<file path="src/design/bam_pkg.sv">
`timescale 1ns / 1ps

package bam_pkg;

    localparam int MAX_BLOCKS = 65536;
    localparam int MAP_WORDS  = (MAX_BLOCKS + 31) / 32;
    localparam int WORD_AW    = $clog2(MAP_WORDS);
    localparam int SECT_W     = 17;
    localparam int OFF_W      = WORD_AW + 5;
    localparam int PAGE_WORDS = 127;
    localparam int PAGES      = 17;
    localparam int PAGE_W     = 5;
    localparam int MAX_ALLOC  = 8;
    localparam int KW         = $clog2(MAX_ALLOC);
    localparam int PAGE_SHIFT = 20;
    localparam int PAGE_RECIP = ((1 << PAGE_SHIFT) + PAGE_WORDS - 1) / PAGE_WORDS;
    localparam int PROD_W     = WORD_AW + 14;

    localparam logic [SECT_W-1:0] TOP_CAP = SECT_W'(MAX_BLOCKS + 1);

    localparam logic [3:0] MODE_FREE   = 4'd0;
    localparam logic [3:0] MODE_USED   = 4'd1;
    localparam logic [3:0] MODE_TEST   = 4'd2;
    localparam logic [3:0] MODE_ALLOC  = 4'd3;
    localparam logic [3:0] MODE_COUNT  = 4'd4;
    localparam logic [3:0] MODE_FORMAT = 4'd5;
    localparam logic [3:0] MODE_LOAD   = 4'd6;
    localparam logic [3:0] MODE_READ   = 4'd7;
    localparam logic [3:0] MODE_DIRTY  = 4'd8;

    localparam logic [1:0] STATUS_OK    = 2'd0;
    localparam logic [1:0] STATUS_RANGE = 2'd1;
    localparam logic [1:0] STATUS_FULL  = 2'd2;

    typedef struct packed {
        logic [3:0]  mode;
        logic [16:0] sector;
        logic [3:0]  alloc_count;
        logic [4:0]  page_index;
        logic [10:0] word_index;
        logic [31:0] word_data;
    } in_item_t;

    typedef struct packed {
        logic [16:0] sector_out;
        logic        is_free;
        logic [16:0] free_count;
        logic [31:0] word_out;
        logic        page_dirty;
        logic [1:0]  status;
        logic        last;
    } out_item_t;

    typedef struct packed {
        logic              bad;
        logic [3:0]        mode;
        logic [OFF_W-1:0]  off;
        logic [3:0]        want;
        logic [PAGE_W-1:0] page;
        logic [WORD_AW-1:0] widx;
        logic [31:0]       data;
    } cmd_t;

    typedef struct packed {
        logic              ok;
        logic [SECT_W-1:0] top;
        logic [OFF_W-1:0]  off;
    } limits_t;

    function automatic limits_t top_limit(input logic [SECT_W-1:0] last);
        limits_t l;
        logic [SECT_W-1:0] d;
        l.top = (last > TOP_CAP) ? TOP_CAP : last;
        l.ok  = (l.top >= SECT_W'(2));
        d     = l.top - SECT_W'(2);
        l.off = d[OFF_W-1:0];
        return l;
    endfunction

    function automatic logic [PAGE_W-1:0] page_of(input logic [WORD_AW-1:0] w);
        logic [PROD_W-1:0] p;
        p = PROD_W'(w) * PROD_W'(PAGE_RECIP);
        return p[PAGE_SHIFT +: PAGE_W];
    endfunction

    function automatic logic [5:0] popcount(input logic [31:0] v);
        logic [5:0] c;
        c = '0;
        for (int i = 0; i < 32; i++)
        begin
            c = c + {5'd0, v[i]};
        end
        return c;
    endfunction

    function automatic logic [4:0] lowest_set(input logic [31:0] v);
        logic [4:0] b;
        b = '0;
        for (int i = 31; i >= 0; i--)
        begin
            if (v[i])
            begin
                b = 5'(i);
            end
        end
        return b;
    endfunction

endpackage

</file>
<file path="src/design/bam_front.sv">
`timescale 1ns / 1ps

module bam_front (
    input  logic               clk,
    input  logic               rst_n,
    input  logic               push,
    output logic               full,
    input  bam_pkg::in_item_t  req,
    input  logic [16:0]        root,
    input  logic [16:0]        last,
    input  logic               hold,
    output logic               cmd_empty,
    input  logic               cmd_pop,
    output bam_pkg::cmd_t      cmd
);
    import bam_pkg::*;

    limits_t    lim;
    cmd_t       cls;
    logic       sect_ok;
    logic       root_ok;
    logic [16:0] s_off;
    logic       accept;
    logic       take;

    cmd_t       q_reg [2];
    logic       wp_reg, wp_next;
    logic       rp_reg, rp_next;
    logic [1:0] cnt_reg, cnt_next;

    always_comb
    begin
        lim     = top_limit(last);
        sect_ok = lim.ok && (req.sector >= 17'd2) && (req.sector <= lim.top);
        root_ok = lim.ok && (root >= 17'd2) && (root <= lim.top);
        s_off   = req.sector - 17'd2;
        cls.mode = req.mode;
        cls.off  = s_off[OFF_W-1:0];
        cls.want = req.alloc_count;
        cls.page = req.page_index;
        cls.widx = req.word_index;
        cls.data = req.word_data;
        case (req.mode)
            MODE_FREE, MODE_USED, MODE_TEST:
                cls.bad = !sect_ok;
            MODE_ALLOC:
                cls.bad = (req.alloc_count == 4'd0) || (req.alloc_count > 4'(MAX_ALLOC))
                          || !root_ok;
            MODE_COUNT, MODE_FORMAT:
                cls.bad = 1'b0;
            MODE_LOAD, MODE_READ:
                cls.bad = ({1'b0, req.word_index} >= 12'(MAP_WORDS));
            MODE_DIRTY:
                cls.bad = (req.page_index >= 5'(PAGES));
            default:
                cls.bad = 1'b1;
        endcase
    end

    assign full      = hold || (cnt_reg == 2'd2);
    assign accept    = push && !full;
    assign cmd_empty = (cnt_reg == 2'd0);
    assign take      = cmd_pop && !cmd_empty;
    assign cmd       = q_reg[rp_reg];

    always_comb
    begin
        wp_next  = wp_reg ^ accept;
        rp_next  = rp_reg ^ take;
        cnt_next = cnt_reg + {1'b0, accept} - {1'b0, take};
    end

    always_ff @(posedge clk or negedge rst_n)
    begin
        if (!rst_n)
        begin
            wp_reg  <= 1'b0;
            rp_reg  <= 1'b0;
            cnt_reg <= 2'd0;
        end
        else
        begin
            wp_reg  <= wp_next;
            rp_reg  <= rp_next;
            cnt_reg <= cnt_next;
        end
    end

    always_ff @(posedge clk)
    begin
        if (accept)
        begin
            q_reg[wp_reg] <= cls;
        end
    end

endmodule

</file>
<file path="config.mk">
export PLATFORM = sky130hd
export DESIGN_NAME = bam_front
export DESIGN_NICKNAME = d
export VERILOG_FILES = /design/src/design/bam_pkg.sv /design/src/design/bam_front.sv
export SDC_FILE = /design/constraint.sdc
export NUM_CORES = 1
export LEC_CHECK = 0
export ABC_AREA = 0
export BUFFER_PORTS_ARGS = -buffer_cell sky130_fd_sc_hd__clkbuf_2
export CORE_MARGIN = 2
export CORE_UTILIZATION = 47
export DETAILED_ROUTE_END_ITERATION = 10
export GPL_TIMING_DRIVEN = 0
export MAX_ROUTING_LAYER = met4
export PLACE_DENSITY = 0.78
export SKIP_LAST_GASP = 1
export SLEW_MARGIN = 25
export SYNTH_ARGS = -nofsm -noshare
export SYNTH_HDL_FRONTEND = slang
export SYNTH_SLANG_ARGS = --single-unit
export TNS_END_PERCENT = 20
</file>
<file path="constraint.sdc">
create_clock -name clk -period 9.7 [get_ports clk]
set_clock_uncertainty 0.2 [all_clocks]
set_input_delay 1.455 -clock clk [delete_from_list [all_inputs] [get_ports clk]]
set_output_delay 1.455 -clock clk [all_outputs]
set_load 0.03 [all_outputs]
</file>
* Yosys cells after proc, flatten, opt, wreduce, memory -nomap -nowiden
Memory sizes are Yosys's and may differ from the RTL's. Cells that the tools add are included.
Cells by class: add/sub/neg operators 3, magnitude comparators 8, multiplexer cells 4, reductions and logical operators 18, equal/unequal tests 9, bitwise operators 2
Operators by type and width (number):
- >= comparator 17 x 2 -> 1 bit (second input constant) | 3
- <= comparator 17 bit | 2
- greater-than comparator 17 bit (second input constant) | 1
- 2-to-1 mux 17 bit | 1
- == test 4 x 3 -> 1 bit (second input constant) | 4
- subtractor 16 x 2 -> 16 bit (second input constant) | 1
- == test 4 x 2 -> 1 bit (second input constant) | 2
- logical NOT 4 bit | 2
- logical AND 1 bit | 6
- >= comparator 5 bit (second input constant) | 1
- == test 4 x 1 -> 1 bit (second input constant) | 1
- == test 4 bit (second input constant) | 1
- greater-than comparator 4 bit (second input constant) | 1
- logical NOT 1 bit | 4
- case mux 1 bit (4 select lines) | 1
- OR reduction 4 bit | 1
- logical OR 1 bit | 3
- OR reduction 3 bit | 1
- adder 2 x 1 -> 2 bit | 1
- == test 2 bit (second input constant) | 1
- logical NOT 2 bit | 1
- 2-to-1 mux 1 bit | 2
- subtractor 2 x 1 -> 2 bit | 1
- XOR 1 bit | 2
Word-level totals: bits in writable memories 146, output and inout port bits 75, memories kept 1, bits in registers 4, input bits 112
Memories:
- q_reg | depth 2, bits a word 73, read ports 1, clocked after Yosys merged registers in 0, wr ports 1, line bam_front.sv:26 | cmd_t q_reg [2];

* Logic depth before layout (Yosys ltp)
Gate-level depths: netlist of the first run.
depth in word-level cells 8, depth in mapped cells 11, mapped depth without buffers 11

* Worst setup path before layout of the first run
No wires, ideal clock.
path kind input to register, start input port hold, end memory q_reg[1][0] in the netlist's numbering (enable), slack 5358 ps, arrival time 3703 ps, required time 9061 ps, buffers on the path 0, cell stages on the path 3, setup time 439 ps, path through a21o_1 nor2_1 ha_1
On the way: cells in the longest elaborated chain, start to end 5
RTL lines:
- from (decl) | line bam_front.sv:11 | input logic hold,
- logical OR 1 bit | line bam_front.sv:60 | assign full = hold || (cnt_reg == 2'd2);
- logical NOT 1 bit | line bam_front.sv:61 | assign accept = push && !full;
- logical AND 1 bit | line bam_front.sv:61
- 2-to-1 mux 1 bit | line bam_front.sv:91 | if (accept)
- 2-to-1 mux 1 bit (implied by the code) | line bam_front.sv:93 | q_reg[wp_reg] <= cls;
- to (decl) | line bam_front.sv:26
No other way between the ends.

==> results.md, run 1 <==
- Setup WS post-layout: between 5 and 6 ns
- R2r startpoint: cnt_reg[1]
- Vias/cell: 5.231
- CP arrival: between 4 and 5 ns
- DR vias: between 4k and 5k
- Worst Path Buf+Inv: 1
- Relative slew margins: between 60% and 70%
- Ranking of synthesized cells by area: edfxtp_1 (65%), mux2_2 (12%), ha_1 (7.3%)
- DR DRC count: 0
- Core Region: about 14000 um2
- Yosys warnings: 0
- Min-delay worst type: register to register
- CP max stage cell: or4_1
- Post-route ant nets: 0
- Initial drt markers: 303
- Place WS: ~5.2 ns
- F_max: about 0.24 GHz
- CTS clock-pin slew for the worst setup and hold paths: around 0.060 ns
- Netlist Area Pre-Place: about 6700 um2
- Required time of the worst setup path: between 9 and 10 ns
- IO Pins: ~190
- DP Wirelength: roughly 11000 um
- RSZ-0062 raised after global routing: no
- Synth async-reset ratio: between 2 and 3%
- Dpl cell area: 7918 um2
- Critical Path, Cell by Cell: clkbuf_2, nor4_1, nand4_1, nand2_1, nand2_1, ha_1, nand4_1, or4_1, nor2_1, a21oi_1, a21oi_1, o41ai_2
- Total gr overflow: 0
- Number of clock buffers inserted by TritonCTS: 17
- Post-CTS Setup Repair Bufs: 0
- Drt pass-1 iters: 6
- Hold path start: cnt_reg[1]
- Vias in the first global route: about 4.5k
- Total chip power: 2.283 mW
- Worst setup SP type: primary input
- Global Route Usage Sum: approximately a fifth
- Mean Syn Cell Area: 16.17 um2
- Largest net degree at the start of global routing: 39
- Rows: between 40 and 50
- Worst stage delay on the critical path: 0.54 ns
- GPL Wtd Cong: 0.9386
- Cells on worst reg2reg path: 4
- R2R setup slack: ~7.4 ns
- Post-route cell area: between 8000 and 9000 um2
- Avg WL per Cell: 17.30 um
- Initial cell density of the core: between 40% and 50%
- P per Cell Area: around 270 nW/um2
- Htree depth: 4
- Clock sinks: 150
- Critical R2R Capture: q_reg[1][59]
- Root Driver: clkbuf_16
- Fraction of layout cells with a size suffix above 1: 47.16%
- PortBufs: roughly 190
- Die H: approximately 120 um
- Largest family of logic cells by synthesized area: multiplexers
- WL final: 14080 um
- Max FO, Critical Path: 5
- Worst-Margin Slew: 0.5902 ns
- Outcome: finished clean
- Top cell type's share of synthesized area: ~65%
- Fin Setup TNS: 0 ns
- Mux contribution to synthesized area: between 10% and 20%
- Kind of end point of the critical path: register
- CTS Hold Bufs: 0
- Slew Viols, Final: 0
- Initial antenna violation count: 0
- Compound-cell area share of the yosys netlist: between 3 and 4%
- WHS Path Cells: 1
- Worst-skew pair later-pin latency: roughly 0.40 ns
- CTS-repair resized insts: 0
- First-pass GRT wire length: roughly 21000 um
- Cell variety after synth: between 40 and 50
- Filler cells: 1041
- Synth-to-Final Area Change: 27.95%
- XOR/XNOR Fraction of Synth Area: between 2 and 2.5%
- CP top delay family: simple AND/OR/NAND/NOR gates
- Max reg flops: around 150
- Die W: about 120 um
- Clk buf depth: 2
- Ant. Diodes: 0
- Simple-Gate Fraction of Synth Area: 6.465%
- Post-synth EDFFs: approximately 150
- Synth Register Bits: 150
- Share of synthesized cell area in full adder, half adder and majority cells: under 10%
- Post-Syn Nets: around 570
- Lkg Pwr: about 3.4 nW
- Area leader, netlist: edfxtp_1
- Final setup violation count: 0
- Final layout net count: between 700 and 800
- Top_reg_cell synth: edfxtp_1
- Critical path class: primary input to register
- Seq/Total Area, Yosys: approximately two thirds
- Die area: 15220 um2
- Hold EP: cnt_reg[1]
- CTS tree: built
- Cells after synthesis: approximately 410
- Min Tclk post-route: 4.089 ns
- Max Cap Viol: 0
- Final hold viol count: 0
- Tcrit/Tclk final: 42.16%
- Max rail drop VDD: between 100 and 150 uV
[how the worst max path moves through the flow]
stage	start	to	cells after the start
floorplan	hold	q_reg[1][0]	3
finish	last[8]	q_reg[0][72]	12
global placement	hold	q_reg[0][72]	4
detailed placement	last[8]	q_reg[0][72]	12
global route	last[8]	q_reg[1][72]	12
CTS	rp_reg	cmd[12]	4
[cell families (layout without fill, tap and decap cells)]
group           Yosys count  after routing
simple gates             79             79
mux                      74             74
buf+inv                  21            241
xor+xnor                 16             16
flops                   150            150
compound gates           35             35
fa+ha+maj                39             39
[per-stage QoR]
| step | utilization, % | std cells | hold WS, ns |
|---|---|---|---|
| 2_1_floorplan | - | 414 | 0.2678 |
| 3_3_place_gp | 56.57 | 780 | 0.2847 |
| 3_5_place_dp | 57.04 | 782 | 0.2878 |
| 4_1_cts | 61.73 | 814 | 0.3078 |
| 5_1_grt | 61.73 | 814 | 0.3318 |
| 6_report | 61.73 | 814 | 0.3111 |
[layout make-up]
cell class                      count  area [um2]  area share (%)
Timing Repair Buffer              188       970.9           11.33
Multi-Input combinational cell    243        2158           25.19
Tap cell                          180       225.2           2.629
Clock inverter                     13       217.7           2.541
Clock buffer                       19       432.9           5.053
Inverter                           12       45.04          0.5257
Sequential cell                   150        4484           52.34
Buffer                              9       33.78          0.3943
[routing by layer]
metal / up-vias / global-route usage, % / share of wire, % / routed length, um
met2: 185 / 31.77 / 49 / 6953
met4: 0 / 7.884 / 2.1 / 301
met1: 2011 / 22.38 / 41 / 5750
met3: 23 / 5.074 / 7.7 / 1078
met5: - / - / 0 / 0
li1: 2039 / - / - / -
[layout by cell type, fill, tap and decap left out, drive strengths merged, types with 2 or more instances in the layout]
master  count
a21o        5
a21oi      13
a311oi      2
and4        3
buf         2
bufinv      5
clkbuf    214
clkinv      2
dfrtp       4
edfxtp    146
ha         39
inv        17
mux2       73
nand2      26
nand3       4
nand4       8
nor2       12
nor2b       3
nor3        6
nor4        9
o211ai      2
o21a        2
o21ai       3
o41ai       2
or4         3
xnor2       6
xor2       10
[power by group]
part / switching (mW) / internal, mW / leakage (nW)
clock: 0.254 / 0.462 / 0.315
combinational: 0.476 / 0.262 / 1.73
sequential: 0.0208 / 0.808 / 1.38
total: 0.751 / 1.53 / 3.42
[synth_stat cells, drive strengths merged, types with 4 or more instances]
cell type and count:
clkbuf 9, xnor2 6, dfrtp 4, a21o 5, nand3 4, mux2 73, nor4 9, nand4 8
nand2 26, inv 12, xor2 10, a21oi 13, edfxtp 146, ha 39, nor2 12, nor3 6
Power figures use the tool's default switching activity.
==> run 2, diff against run 1 <==
- clock period: 9.7 -> 3.8 ns (I/O delays scaled with it)
==> run 2 against run 1 <==
Compared with the run above:
- flip-flop and latch count is the same
- register-to-register slack lost 5.9 ns
- first-iteration DRC count is 3.3% higher
- wire length about the same
- clock power rose to 2.6 times the previous value
- largest cell class unchanged
- highest routed layer unchanged
==> results.md, run 2 (synthesis results as in run 1) <==
- Hold EP: q_reg[0][23]
- Clock sinks: 150
- Filler cells: 1040
- Max rail drop VDD: between 300 and 400 uV
- Number of clock buffers inserted by TritonCTS: 17
- Die area: between 15000 and 20000 um2
- Hold path start: req[23]
- DR vias: about 4.3k
- Vias/cell: 5.249
- P per Cell Area: approximately 680 nW/um2
- Post-CTS Setup Repair Bufs: 0
- Max reg flops: between 100 and 150
- Critical R2R Capture: q_reg[1][59]
- RSZ-0062 raised after global routing: no
- GPL Wtd Cong: around 0.94
- Most common cell after layout, fill and taps aside: clkbuf_2
- Clk buf depth: 2
- CTS Hold Bufs: 1
- Fraction of layout cells with a size suffix above 1: a little under half
- Met3 Wirelength: roughly 1100 um
- Worst Hold Slack: about 0.15 ns
- Required time of the worst setup path: 3.74 ns
- Die H: 123.4 um
- R2R setup slack: 1.44 ns
- Highest metal used: met4
- CTS-repair resized insts: 0
- WL met1: 5788 um
- Relative slew margins: 60.42%
- Tcrit/Tclk final: a little over four fifths
- Outcome: finished clean
- Ant. Diodes: 0
- CP arrival: about 3.1 ns
- Synth-to-Final Area Change: 28.10%
- Slew Viols, Final: 0
- WL final: 14090 um
- Avg WL per Cell: roughly 17 um
- Critical path class: primary input to register
- CTS tree: built
- Post-route ant nets: 0
- Rows: 43
- Max FO, Critical Path: 5
- Most frequent cells in the layout: clkbuf_2 (186), edfxtp_1 (146), mux2_2 (73)
- Initial cell density of the core: 48.24%
- DP Wirelength: about 11000 um
- IO Pins: between 150 and 200
- DR DRC count: 0
- First-pass GRT wire length: ~21000 um
- Initial drt markers: roughly 310
- Worst setup SP type: primary input
- Drt pass-1 iters: 5
- CTS clock-pin slew for the worst setup and hold paths: around 0.060 ns
- Core Region: around 14000 um2
- Die W: approximately 120 um
- Vias in the first global route: ~4.5k
- Kind of end point of the critical path: register
- Final layout net count: ~770
- PortBufs: around 190
- Cells on worst reg2reg path: 4
- Min Tclk post-route: between 3 and 4 ns
- Met2 wire len: 6902 um
- F_max: approximately 0.31 GHz
- Worst-Margin Slew: about 0.59 ns
- Max Cap Viol: 0
- R2r startpoint: cnt_reg[1]
- WHS Path Cells: 1
- Total gr overflow: 0
- Largest net degree at the start of global routing: 39
- Lkg Pwr: about 3.4 nW
- Final hold viol count: 0
- Min-delay worst type: primary input to register
- Initial antenna violation count: 0
- Worst-skew pair later-pin latency: about 0.4 ns
- Final setup violation count: 0
- Global Route Usage Sum: roughly a fifth
- Htree depth: 4
- Root Driver: clkbuf_16
- Fin util: approximately 62%
run 2: cell count changes in the layout (fill, tap and decap cells not counted), sizes merged:
| cell | change |
|---|---|
| dlygate4sd3 | +1 |
run 2: how the worst max path moves through the flow:
stage / start / to / slack [ns] / cells after the start
global placement: hold / q_reg[0][72] / -0.47 / 4
global route: last[8] / q_reg[1][72] / 0.46 / 12
finish: last[8] / q_reg[0][72] / 0.60 / 12
CTS: rp_reg / cmd[12] / 0.61 / 4
floorplan: hold / q_reg[1][0] / 0.34 / 3
detailed placement: last[8] / q_reg[0][72] / 0.22 / 12
run 2: cell type report:
type	count	area (um2)	area share, %
well taps	180	225.2	2.625
inverters	12	45.04	0.5251
plain buffers	9	33.78	0.3938
clock buffers	19	432.9	5.047
multi-input cells	243	2158	25.16
repair buffers	189	980.9	11.44
flip-flops and latches	150	4484	52.28
clock inverters	13	217.7	2.538
run 2: critical path, cell delays in order:
cell and delay [ns]:
clkbuf_2 0.10, nor4_1 0.47, nand4_1 0.21, nand2_1 0.19, nand2_1 0.12, ha_1 0.31
nand4_1 0.16, or4_1 0.54, nor2_1 0.11, a21oi_1 0.05, a21oi_1 0.20, o41ai_2 0.11
run 2: where the power goes:
group	leakage, nW	internal [mW]	switching [mW]	total [mW]
registers	1.38	2.06	0.0531	2.12
clock network	0.315	1.18	0.647	1.83
logic	1.73	0.669	1.22	1.89
total	3.43	3.91	1.92	5.83
run 2: per-layer routing:
layer	track usage (%)	vias to the layer above
met5	-	-
met3	5.028	25
met4	7.884	0
met2	31.77	198
li1	-	2039
met1	22.41	2016
run 2: metrics by stage:
step	std cells	worst slack [ns]	instance area (um2)	setup TNS [ns]	power, mW
2_1_floorplan	414	0.3429	6696	0	3.492
3_3_place_gp	780	-0.4668	7853	-67.72	3.998
3_5_place_dp	782	0.2226	7918	0	4.055
4_1_cts	815	0.6103	8578	0	5.888
5_1_grt	815	0.4561	8578	0	6.095
6_report	815	0.5982	8578	0	5.828
